**src/kvl_pkg.sv**
```systemverilog
// Shared constants and types of the key-value lookup block.
package kvl_pkg;

  // Limits of the scan.
  localparam logic [4:0] MAX_KEY_BYTES    = 5'd16;
  localparam logic [7:0] MAX_BUFFER_BYTES = 8'd255;

  // Saturation value of the key byte counter.
  localparam logic [4:0] KEY_COUNT_MAX = 5'd31;

  // Delimiter bytes.
  localparam logic [7:0] CH_COMMA = 8'h2C;
  localparam logic [7:0] CH_COLON = 8'h3A;

  // Configuration register indexes.
  localparam logic [1:0] REG_KEY_LOW    = 2'd0;
  localparam logic [1:0] REG_KEY_HIGH   = 2'd1;
  localparam logic [1:0] REG_KEY_LENGTH = 2'd2;

  // Result kinds.
  localparam logic KIND_VALUE  = 1'b0;
  localparam logic KIND_STATUS = 1'b1;

  // Scan phase, one-hot.
  typedef enum logic [4:0] {
    PH_START = 5'b00001,
    PH_KEY   = 5'b00010,
    PH_SKIP  = 5'b00100,
    PH_VALUE = 5'b01000,
    PH_FOUND = 5'b10000
  } kvl_phase_e;

  // One result item.
  typedef struct packed {
    logic       result_kind;
    logic [7:0] value_byte;
    logic       found;
    logic [7:0] value_length;
    logic       run_end;
  } kvl_result_t;

  // Results caused by one scanned byte: an optional value byte, then an
  // optional status.
  typedef struct packed {
    logic        val_v;
    kvl_result_t val_res;
    logic        sts_v;
    kvl_result_t sts_res;
  } kvl_scan_out_t;

endpackage

```
**src/kvl_scan.sv**
```systemverilog
// Scanner that tracks the key/value phase of the stream and forms results.
module kvl_scan import kvl_pkg::*; (
  input  logic           clk_i,
  input  logic           rst_ni,
  input  logic           step_i,
  input  logic [7:0]     text_byte_i,
  input  logic           final_byte_i,
  input  logic [127:0]   key_chars_i,
  input  logic [4:0]     key_length_i,
  output kvl_scan_out_t  out_o
);

  kvl_phase_e phase_q, phase_d, phase_n;
  logic [4:0] kcount_q, kcount_d, kcount_n;
  logic       mismatch_q, mismatch_d, mismatch_n;
  logic [7:0] vcount_q, vcount_d, vcount_n;
  logic [7:0] key_byte;
  logic       hit;
  logic       val_v;
  logic       found;

  // Configured key byte at the current key position.
  assign key_byte = key_chars_i[{kcount_q[3:0], 3'b000} +: 8];

  // The key matches when every byte agreed and the length is exact.
  assign hit = !mismatch_q && (key_length_i != 5'd0) &&
               (key_length_i <= MAX_KEY_BYTES) && (kcount_q == key_length_i);

  // Phase update for one byte.
  always_comb begin
    phase_n    = phase_q;
    kcount_n   = kcount_q;
    mismatch_n = mismatch_q;
    vcount_n   = vcount_q;
    val_v      = 1'b0;
    case (phase_q)
      PH_START: begin
        // The first byte stands for the leading comma.
        phase_n    = PH_KEY;
        kcount_n   = 5'd0;
        mismatch_n = 1'b0;
        vcount_n   = 8'd0;
      end
      PH_KEY: begin
        if (text_byte_i == CH_COLON) begin
          phase_n  = hit ? PH_VALUE : PH_SKIP;
          vcount_n = 8'd0;
        end else begin
          if ((kcount_q < key_length_i) && (kcount_q < MAX_KEY_BYTES)) begin
            if (key_byte != text_byte_i) begin
              mismatch_n = 1'b1;
            end
          end else begin
            mismatch_n = 1'b1;
          end
          if (kcount_q != KEY_COUNT_MAX) begin
            kcount_n = kcount_q + 5'd1;
          end
        end
      end
      PH_SKIP: begin
        if (text_byte_i == CH_COMMA) begin
          phase_n    = PH_KEY;
          kcount_n   = 5'd0;
          mismatch_n = 1'b0;
        end
      end
      PH_VALUE: begin
        if (text_byte_i == CH_COMMA) begin
          phase_n = PH_FOUND;
        end else if (vcount_q < MAX_BUFFER_BYTES) begin
          vcount_n = vcount_q + 8'd1;
          val_v    = 1'b1;
        end
      end
      default: begin
      end
    endcase
  end

  // The final byte closes the buffer and returns the scan to its start.
  assign found = (phase_n == PH_FOUND);

  always_comb begin
    if (final_byte_i) begin
      phase_d    = PH_START;
      kcount_d   = 5'd0;
      mismatch_d = 1'b0;
      vcount_d   = 8'd0;
    end else begin
      phase_d    = phase_n;
      kcount_d   = kcount_n;
      mismatch_d = mismatch_n;
      vcount_d   = vcount_n;
    end
  end

  // Result items of this byte.
  always_comb begin
    out_o.val_v                = val_v;
    out_o.val_res.result_kind  = KIND_VALUE;
    out_o.val_res.value_byte   = text_byte_i;
    out_o.val_res.found        = 1'b0;
    out_o.val_res.value_length = 8'd0;
    out_o.val_res.run_end      = 1'b0;
    out_o.sts_v                = final_byte_i;
    out_o.sts_res.result_kind  = KIND_STATUS;
    out_o.sts_res.value_byte   = 8'd0;
    out_o.sts_res.found        = found;
    out_o.sts_res.value_length = found ? vcount_n : 8'd0;
    out_o.sts_res.run_end      = 1'b1;
  end

  // Scan state registers.
  always_ff @(posedge clk_i or negedge rst_ni) begin
    if (!rst_ni) begin
      phase_q    <= PH_START;
      kcount_q   <= 5'd0;
      mismatch_q <= 1'b0;
      vcount_q   <= 8'd0;
    end else if (step_i) begin
      phase_q    <= phase_d;
      kcount_q   <= kcount_d;
      mismatch_q <= mismatch_d;
      vcount_q   <= vcount_d;
    end
  end

endmodule

```
**src/key_value_lookup.sv**
```systemverilog
// Top level of the key-value lookup: input register, scanner and result queue.
//
//   channel   signals                                   direction
//   in        in_valid_i / in_ready_o, text, final      byte stream in
//   out       out_valid_o / out_ready_i, result fields  value bytes and status
//   cfg       cfg_we_i, cfg_addr_i, cfg_wdata_i         key registers
//
// One byte is accepted per cycle while in_ready_o is high. A byte is held in
// the input register, and the scanner writes its results into a four-entry
// queue. The queue sends one result per cycle while out_ready_i is high, so a
// byte that yields both a value byte and the status fills two entries. Reset
// clears the scan and the queue; the key registers reset to zero. A stalled
// output backs up into the input register when fewer than two entries are free.
module key_value_lookup import kvl_pkg::*; (
  input  logic        clk_i,
  input  logic        rst_ni,
  input  logic        in_valid_i,
  output logic        in_ready_o,
  input  logic [7:0]  text_byte_i,
  input  logic        final_byte_i,
  output logic        out_valid_o,
  input  logic        out_ready_i,
  output logic        result_kind_o,
  output logic [7:0]  value_byte_o,
  output logic        found_o,
  output logic [7:0]  value_length_o,
  output logic        run_end_o,
  input  logic        cfg_we_i,
  input  logic [1:0]  cfg_addr_i,
  input  logic [63:0] cfg_wdata_i
);

  logic [63:0]   key_low_q, key_high_q;
  logic [4:0]    key_length_q;
  logic          stage_v_q;
  logic [7:0]    stage_byte_q;
  logic          stage_final_q;
  logic          stage_go;
  logic          in_take;
  logic          pop;
  logic [2:0]    free;
  kvl_scan_out_t scan;
  kvl_result_t   queue_q [4];
  logic [1:0]    wr_q, rd_q;
  logic [2:0]    cnt_q;
  logic [1:0]    push_n;
  kvl_result_t   head;

  // Key registers.
  always_ff @(posedge clk_i or negedge rst_ni) begin
    if (!rst_ni) begin
      key_low_q    <= 64'd0;
      key_high_q   <= 64'd0;
      key_length_q <= 5'd0;
    end else if (cfg_we_i) begin
      case (cfg_addr_i)
        REG_KEY_LOW:    key_low_q    <= cfg_wdata_i;
        REG_KEY_HIGH:   key_high_q   <= cfg_wdata_i;
        REG_KEY_LENGTH: key_length_q <= cfg_wdata_i[4:0];
        default: begin
        end
      endcase
    end
  end

  // Handshake bookkeeping.
  assign pop        = out_valid_o && out_ready_i;
  assign free       = (3'd4 - cnt_q) + {2'd0, pop};
  assign stage_go   = stage_v_q && (free >= 3'd2);
  assign in_ready_o = !stage_v_q || stage_go;
  assign in_take    = in_valid_i && in_ready_o;

  // Input register.
  always_ff @(posedge clk_i or negedge rst_ni) begin
    if (!rst_ni) begin
      stage_v_q <= 1'b0;
    end else if (in_ready_o) begin
      stage_v_q <= in_valid_i;
    end
  end

  always_ff @(posedge clk_i) begin
    if (in_take) begin
      stage_byte_q  <= text_byte_i;
      stage_final_q <= final_byte_i;
    end
  end

  // Scanner on the registered byte.
  kvl_scan u_scan (
    .clk_i        (clk_i),
    .rst_ni       (rst_ni),
    .step_i       (stage_go),
    .text_byte_i  (stage_byte_q),
    .final_byte_i (stage_final_q),
    .key_chars_i  ({key_high_q, key_low_q}),
    .key_length_i (key_length_q),
    .out_o        (scan)
  );

  assign push_n = stage_go ? ({1'b0, scan.val_v} + {1'b0, scan.sts_v}) : 2'd0;

  // Result queue storage; the value byte goes ahead of the status.
  always_ff @(posedge clk_i) begin
    if (stage_go) begin
      if (scan.val_v) begin
        queue_q[wr_q] <= scan.val_res;
        if (scan.sts_v) begin
          queue_q[wr_q + 2'd1] <= scan.sts_res;
        end
      end else if (scan.sts_v) begin
        queue_q[wr_q] <= scan.sts_res;
      end
    end
  end

  // Queue pointers and fill count.
  always_ff @(posedge clk_i or negedge rst_ni) begin
    if (!rst_ni) begin
      wr_q  <= 2'd0;
      rd_q  <= 2'd0;
      cnt_q <= 3'd0;
    end else begin
      wr_q  <= wr_q + push_n;
      rd_q  <= rd_q + {1'b0, pop};
      cnt_q <= cnt_q + {1'b0, push_n} - {2'd0, pop};
    end
  end

  // Output fields from the queue head.
  assign head           = queue_q[rd_q];
  assign out_valid_o    = (cnt_q != 3'd0);
  assign result_kind_o  = head.result_kind;
  assign value_byte_o   = head.value_byte;
  assign found_o        = head.found;
  assign value_length_o = head.value_length;
  assign run_end_o      = head.run_end;

endmodule
```
**config.mk**
```make
export PLATFORM = sky130hd
export DESIGN_NAME = key_value_lookup
export DESIGN_NICKNAME = d
export VERILOG_FILES = /design/src/kvl_pkg.sv /design/src/kvl_scan.sv /design/src/key_value_lookup.sv
export SDC_FILE = /design/constraint.sdc
export NUM_CORES = 1
export LEC_CHECK = 0
export BUFFER_PORTS_ARGS = -buffer_cell sky130_fd_sc_hd__buf_2
export CAP_MARGIN = 5
export CORE_MARGIN = 1
export CORE_UTILIZATION = 50
export CTS_CLUSTER_SIZE = 24
export DETAILED_ROUTE_END_ITERATION = 8
export GPL_TIMING_DRIVEN = 0
export PLACE_DENSITY = 0.69
export SKIP_CTS_REPAIR_TIMING = 1
export SLEW_MARGIN = 40
export SYNTH_ARGS = -nofsm -noshare
export SYNTH_HDL_FRONTEND = slang
export SYNTH_SLANG_ARGS = --single-unit
```
**constraint.sdc**
```tcl
create_clock -name clk_i -period 7.6 [get_ports clk_i]
set_input_delay 1.14 -clock clk_i [delete_from_list [all_inputs] [get_ports clk_i]]
set_output_delay 1.14 -clock clk_i [all_outputs]
set_load 0.02 [all_outputs]
```
==> results.cfg, run 1 <==
[clock_network]
cts_num_sinks = 241
root_buffer = clkbuf_16
h-tree-depth = 1
cts_tree = yes
insertion_delay_ps = 540
clk_pin_slew_worst_paths_ps = 60
cts_buffers = 26
cts_buffer_depth = 3

[sta]
finalHoldViolations = 0
finClkSkew_ps = 18.5
relSlewSlack = 0.448
fin_crit_sh = 0.513
rsz0062_at_grt = false
setup_viol = 0
worst_pin_slew_ps = 828
slew_violations = 0
finalSetupTns_ps = 0
fmax_mhz = 256
period_needed_ps = 3900

[drt]
drc = 0
dr.pass1.iters = 5
vias = 7422
routed_wl_um = 26000
vias_per_cell = 5.83
ant_nets = 0
initialDrtViolationCount = 433
avgRoutedWirePerCell_um = 20.4

[logic_synthesis]
syn-num-nets = 940
ys_types = 63
async_reset_ff_frac = 0.664
synth-main-ff-cell = dfrtp_1
synth.area.top_cells = dfrtp_1 35%, mux2_2 13%, edfxtp_1 12%
ys_seq_elements = 241
yosysTopAreaCell = dfrtp_1
syn_inst = 843
synth_top_area_frac = 0.349
synth_edf_count = 45
ys_seq_area_frac = 0.534
synth.cell_area_sq_um = 11400
syn_area_per_cell_sq_um = 13.5
yosys_warnings = 0

[power]
pwr_density_cell_nw_per_um2 = 340
p_leak_nw = 5.41
peakVddDrop_mv = 0.286
total_power_mw = 4.49

[finish]
num-fill-cells = 1778
post-route-util = 0.598
final_nets = 1070
area.growth.synth_to_final_pct = 16.0
diodes = 0
drive_gt1_frac = 0.366

[status]
status = finished clean

[critical_path]
arrival_ps = 2760
end_kind = output port
cp.required_ps = 6460
cp_max_fo = 10
crit_type = reg -> out
start_kind = flip-flop

[placed_design]
gp_congestion = 0.831
hpwl_um = 18800
io_buffer_count = 100

[worst_hold_path]
hp-class = reg -> reg

[floorplan]
start_util = 0.515
coreArea_sq_um = 22100
die_area_sq_um = 23400
ioPinCount = 101
die_w_um = 153
row_count = 54
die_height_um = 153

[grt]
grt_max_degree = 58
grt_pass1_vias = 7496
grt_pass1_wl_um = 41700
track_usage = 0.230
grt_overflow_total = 0
antenna_found_initial = 1

[job]
maxCapViolations = 0
==> area by class of cell <==
type                            count  area [sq um]  share of cell area
Sequential cell                   241          6080               0.460
Multi-Input combinational cell    536          5070               0.384
Clock buffer                       36           728              0.0552
Timing Repair Buffer              102           566              0.0428
Tap cell                          280           350              0.0265
Buffer                             43           183              0.0138
Clock inverter                     12           145              0.0110
Inverter                           23          86.3             0.00654
==> logic make-up after synthesis <==
logic type / share of synthesized area
adder cells (fa/ha/maj): 0.0193
AO/OA/AOI/OAI: 0.0507
buffers and inverters: 0.0235
XOR/XNOR: 0.0131
AND/OR/NAND/NOR: 0.0864
multiplexers: 0.273
flip-flops: 0.534
==> report_power, final <==
group	internal, mW	switching (mW)	leakage [nW]
clock	0.771	0.505	0.434
combinational	0.662	0.772	2.34
sequential	1.62	0.159	2.63
==> cell usage after synthesis (all sizes together) (2+ instances only) <==
master	count
nand3	9
ha	16
nand2b	6
xor2	6
mux2i	43
nor4	8
and2	12
edfxtp	45
or4	2
o31ai	2
a41oi	2
a221oi	4
and3	6
or3b	2
buf	16
nor3	17
a31o	2
nand4	5
o21a	6
xnor2	11
and4	3
inv	21
o21ai	29
nand3b	4
or3	5
nor3b	5
dfrtp	159
mux2	134
a21o	3
a22o	7
nor2	74
nor2b	5
nand2	18
clkinv	2
a21oi	11
clkbuf	27
mux4	52
dfxtp	36
or2	4
a31oi	8
o41ai	2
==> cells in the final DEF (no fill, tap or decap), types with 4 or more instances in the layout <==
cell type and count:
nor3_2 5, nor3_1 12, o21ai_0 27, buf_2 112, nand2_1 18, o21a_1 6
ha_1 16, and2_1 12, dfrtp_1 159, a21oi_1 11, or3_1 5, nor2b_1 5
inv_1 21, nand2b_1 6, xnor2_1 11, nor2_1 74, clkbuf_1 32, mux2i_1 43
or2_2 4, clkbuf_8 4, mux4_2 52, xor2_1 6, nor4_1 7, nand4_1 4
edfxtp_1 45, a22o_1 7, a31oi_1 8, clkinv_2 7, dfxtp_1 36, mux2_2 134
and3_1 6, nor3b_1 5, clkbuf_16 26, nand3b_1 4, nand3_1 8
==> worst paths after layout <==
kind | from | endpoint | slack, ps | cells past startpoint
worst max-delay path | rd_q[0]$_DFF_PN0_ | value_byte_o[7] | 3700 | 4
worst min-delay path | queue_q[2][0]$_SDFFE_PP1N_ | queue_q[2][0]$_SDFFE_PP1N_ | 480 | 2
worst max register to register | stage_byte_q[1]$_DFFE_PP_ | queue_q[3][7]$_DFFE_PP_ | 3790 | 10
worst min register to register | queue_q[2][0]$_SDFFE_PP1N_ | queue_q[2][0]$_SDFFE_PP1N_ | 480 | 2
max in group asynchronous | rst_ni | u_scan.vcount_q[4]$_DFFE_PN0P_ | 6160 | 3
min in group asynchronous | rst_ni | key_low_q[51]$_DFFE_PN0P_ | 510 | 1
==> layer usage <==
| layer | global-route usage | share of wire |
|---|---|---|
| met1 | 0.311 | 0.43 |
| met3 | 0.0267 | 0.038 |
| met4 | 0.0664 | 0.028 |
| met2 | 0.394 | 0.50 |
| met5 | 0 | 0 |
==> state kept, by name, summed over array words and instances, names as in the netlist <==
signal	flops
key_low_q	64
stage_byte_q	8
u_scan.phase_q	5
stage_v_q	1
queue_q	72
cnt_q	3
u_scan.mismatch_q	1
key_length_q	5
wr_q	2
rd_q	2
u_scan.kcount_q	5
key_high_q	64
u_scan.vcount_q	8
stage_final_q	1
==> through the flow <==
stage	cells	instance area [sq um]	hold WS (ps)	setup slack, ps
final	1273	13200	475	3700
after detailed placement	1225	12300	466	3620
after CTS	1273	13200	472	3640
after global placement	1223	12200	455	2880
after floorplan	843	11400	442	4220
after global routing	1273	13200	489	3550
==> worst max-delay path, stage by stage (launching register included) <==
cell,delay [ps]
dfrtp_1,350
clkbuf_1,580
clkbuf_2,520
mux4_2,600
buf_2,180
Power figures use the tool's default switching activity.
==> run 2: changes to the inputs <==
PLACE_DENSITY = 0.71   (was 0.69)
clock period = 3.5 ns   (was 7.6 ns; I/O delays follow)
==> results.cfg, run 2 (synthesized netlist as in run 1, its figures left out) <==
[status]
status = finished clean

[floorplan]
ioPinCount = 101
row_count = 54
coreArea_sq_um = 22100
start_util = 0.515
die_w_um = 153
die_area_sq_um = 23400
die_height_um = 153

[power]
p_switching_mw = 3.13
internal-power_mw = 6.48
peakVddDrop_mv = 0.437
p_comb_frac = 0.330
sequentialPowerShare = 0.403
pwr_density_cell_nw_per_um2 = 723
p_leak_nw = 5.44
swShare = 0.325
p_clk_frac = 0.267

[finish]
drive_gt1_frac = 0.375
largest_register_ffs = 72
top_regs = queue_q (72), key_high_q (64), key_low_q (64)
top_register = queue_q
area.growth.synth_to_final_pct = 16.7
final_nets = 1081
design_area_sq_um = 13300
layout_commonest_cell = dfrtp_1
mostFrequentLayoutCells = 159 x dfrtp_1, 134 x mux2_2, 108 x buf_2

[sta]
finClkSkew_ps = 14.2
finalSetupTns_ps = 0
setup_viol = 0
fmax_mhz = 301
whs_ps = 180
finalHoldViolations = 0
relSlewSlack = 0.443
slew_violations = 0
fin_crit_sh = 0.948
worst_pin_slew_ps = 836
layout_setup_ws_ps = 183
period_needed_ps = 3320

[drt]
dr.pass1.iters = 5
vias = 7412
vias_per_cell = 5.78
initialDrtViolationCount = 430
avgRoutedWirePerCell_um = 20.2
routed_wl_um = 26000
drc = 0
ant_nets = 0

[grt]
grt_overflow_total = 0
grt_pass1_wl_um = 41700
grt_pass1_vias = 7543
grt_max_degree = 76
track_usage = 0.229
antenna_found_initial = 1

[critical_path]
cp.required_ps = 3720
arrival_ps = 3540
cp_max_fo = 10
crit_type = reg -> reg
start_kind = flip-flop
end_kind = flip-flop

[placed_design]
hpwl_um = 18500
io_buffer_count = 100
place_ws_ps = -232
gp_congestion = 0.855
place_area_sq_um = 12300

[clock_network]
clk_pin_slew_worst_paths_ps = 60
cts_num_sinks = 241
cts_buffer_depth = 3
root_buffer = clkbuf_16
cts_buffers = 25
h-tree-depth = 1
insertion_delay_ps = 520
cts_tree = yes

[worst_hold_path]
hp-class = in -> reg

[job]
maxCapViolations = 0
==> run 2: final timing paths <==
kind	start	endpoint	slack [ps]	cells after the start
hold / removal	text_byte_i[1]	stage_byte_q[1]$_DFFE_PP_	180	1
setup / recovery	stage_byte_q[1]$_DFFE_PP_	queue_q[3][1]$_DFFE_PP_	180	10
max in group asynchronous	rst_ni	key_length_q[1]$_DFFE_PN0P_	2080	4
hold reg to reg	queue_q[2][0]$_SDFFE_PP1N_	queue_q[2][0]$_SDFFE_PP1N_	480	2
setup reg to reg	stage_byte_q[1]$_DFFE_PP_	queue_q[3][1]$_DFFE_PP_	180	10
min in group asynchronous	rst_ni	key_low_q[59]$_DFFE_PN0P_	420	2
==> run 2: power by group through the flow <==
stage | combinational [mW] | clock [mW] | sequential, mW
after floorplan | 2.33 | 0 | 3.79
final | 3.17 | 2.56 | 3.87
after global placement | 3.04 | 0 | 3.89
after CTS | 3.14 | 2.62 | 3.87
after global routing | 3.45 | 2.72 | 3.95
after detailed placement | 3.13 | 0 | 3.92
==> run 2: area by class of cell <==
cell class	instances	area (sq um)
Antenna cell	1	2.50
Buffer	43	193
Clock buffer	34	709
Clock inverter	11	83.8
Fill cell	1694	8810
Inverter	23	86.3
Multi-Input combinational cell	537	5130
Sequential cell	241	6080
Tap cell	280	350
Timing Repair Buffer	113	651
==> run 2: critical path: stages, from the launching register on <==
cell and delay, ps:
edfxtp_1 440, or3b_4 450, or3_1 350, buf_2 200
and3_1 230, inv_1 130, ha_2 260, a31oi_2 90
or4_1 440, clkbuf_4 260, nand2b_2 170
==> run 2: metrics by stage <==
stage                     std cells  utilization  power, mW
after detailed placement       1225        0.558       7.05
after floorplan                 843            -       6.12
after CTS                      1270        0.594       9.63
final                          1283        0.601       9.60
after global routing           1282        0.601       10.1
after global placement         1223        0.554       6.92
==> run 2: metal layers <==
metal,wire length (um),vias to the layer above,part of all wire,global-route usage
li1,-,3433,-,-
met1,11100,3718,0.43,0.302
met2,13000,220,0.50,0.401
met3,1200,41,0.046,0.0340
met4,626,0,0.024,0.0544
met5,0,-,0,0
==> run 3: changes to the inputs <==
CTS_BUF_LIST = sky130_fd_sc_hd__clkbuf_4 sky130_fd_sc_hd__clkbuf_8   (was default)
==> results.cfg, run 3 (synthesized netlist as in run 1, its figures left out) <==
[sta]
period_needed_ps = 3360
worst_pin_slew_ps = 848
finalHoldViolations = 0
setup_viol = 0
whs_ps = 164
fin_crit_sh = 0.961
fmax_mhz = 297
relSlewSlack = 0.435
rsz0062_at_grt = true
finalSetupTns_ps = 0
finClkSkew_ps = 13.4
slew_violations = 0

[power]
total_power_mw = 9.68
p_leak_nw = 5.49
pwr_density_cell_nw_per_um2 = 726
peakVddDrop_mv = 0.359
internal-power_mw = 6.52
swShare = 0.326
sequentialPowerShare = 0.401
p_comb_frac = 0.327
p_clk_frac = 0.272
p_switching_mw = 3.15

[finish]
area.growth.synth_to_final_pct = 17.1
mostFrequentLayoutCells = 159 x dfrtp_1, 134 x mux2_2, 108 x buf_2
layout_commonest_cell = dfrtp_1
top_regs = queue_q (72), key_high_q (64), key_low_q (64)
diodes = 0
design_area_sq_um = 13300
final_cells = 1307
top_register = queue_q
num-fill-cells = 1721
drive_gt1_frac = 0.392
largest_register_ffs = 72
final_nets = 1094

[floorplan]
die_w_um = 153
die_height_um = 153
start_util = 0.515
coreArea_sq_um = 22100
die_area_sq_um = 23400
row_count = 54
ioPinCount = 101

[grt]
grt_pass1_vias = 7720
grt_max_degree = 76
grt_pass1_wl_um = 42100
grt_overflow_total = 0
antenna_found_initial = 0
track_usage = 0.233

[drt]
ant_nets = 0
initialDrtViolationCount = 356
vias_per_cell = 5.72
routed_wl_um = 26300
dr.pass1.iters = 5
vias = 7482
drc = 0
avgRoutedWirePerCell_um = 20.1

[placed_design]
gp_congestion = 0.855
io_buffer_count = 100
dp_cells = 1225
place_area_sq_um = 12300
hpwl_um = 18500

[worst_hold_path]
hp-class = in -> reg

[clock_network]
insertion_delay_ps = 540
cts_buffer_depth = 3
clk_pin_slew_worst_paths_ps = 60
root_buffer = clkbuf_8
cts_buffers = 41
h-tree-depth = 2
cts_tree = yes
cts_num_sinks = 241

[critical_path]
crit_type = reg -> reg
cp.required_ps = 3730
end_kind = flip-flop
start_kind = flip-flop
cp_max_fo = 10
arrival_ps = 3590

[job]
maxCapViolations = 0

[status]
status = finished clean
==> run 3: worst paths after layout <==
path / from / to / slack (ps) / cells past startpoint
min in group asynchronous: rst_ni / key_low_q[43]$_DFFE_PN0P_ / 420 / 2
max: stage_byte_q[4]$_DFFE_PP_ / queue_q[3][6]$_DFFE_PP_ / 140 / 10
max reg2reg: stage_byte_q[4]$_DFFE_PP_ / queue_q[3][6]$_DFFE_PP_ / 140 / 10
min reg2reg: queue_q[0][0]$_SDFFE_PP1N_ / queue_q[0][0]$_SDFFE_PP1N_ / 480 / 2
max in group asynchronous: rst_ni / u_scan.vcount_q[3]$_DFFE_PN0P_ / 2090 / 4
min: text_byte_i[1] / stage_byte_q[1]$_DFFE_PP_ / 160 / 1
==> run 3: cell type report <==
class,count,area [sq um],share of cell area
sequential,241,6080,0.456
multi-input combinational,537,5120,0.384
clock buffer,65,807,0.0606
timing repair buffer,110,628,0.0471
tap,280,350,0.0263
buffer,43,193,0.0145
inverter,23,86.3,0.00648
clock inverter,8,62.6,0.00469
==> run 3: per-layer routing <==
metal  routed length (um)  track usage  vias up
met2                13100        0.403      202
met1                11500        0.301     3768
met4                  684       0.0798        0
li1                     -            -     3462
met3                  949       0.0332       50
met5                    0            0        -
==> run 3: worst max-delay path, cell delays in order (launching register included) <==
cell and delay (ps):
edfxtp_1 450, or3b_4 440, or3_1 350, buf_2 200, and3_1 240, inv_1 130
ha_2 250, a31oi_1 120, or4_1 460, clkbuf_4 250, nand2b_4 160
==> run 3: metrics by stage <==
stage / setup slack [ps] / utilization
2_1_floorplan: 315 / -
3_3_place_gp: -574 / 0.554
3_5_place_dp: -232 / 0.558
4_1_cts: -257 / 0.597
5_1_grt: -23.3 / 0.603
6_report: 138 / 0.603
==> run 3: power by group through the flow <==
stage               Combinational, mW  Sequential (mW)  Clock (mW)
floorplan                        2.33             3.79           0
global placement                 3.04             3.89           0
detailed placement               3.13             3.92           0
CTS                              3.14             3.88        2.68
global route                     3.45             3.95        2.80
finish                           3.17             3.88        2.63
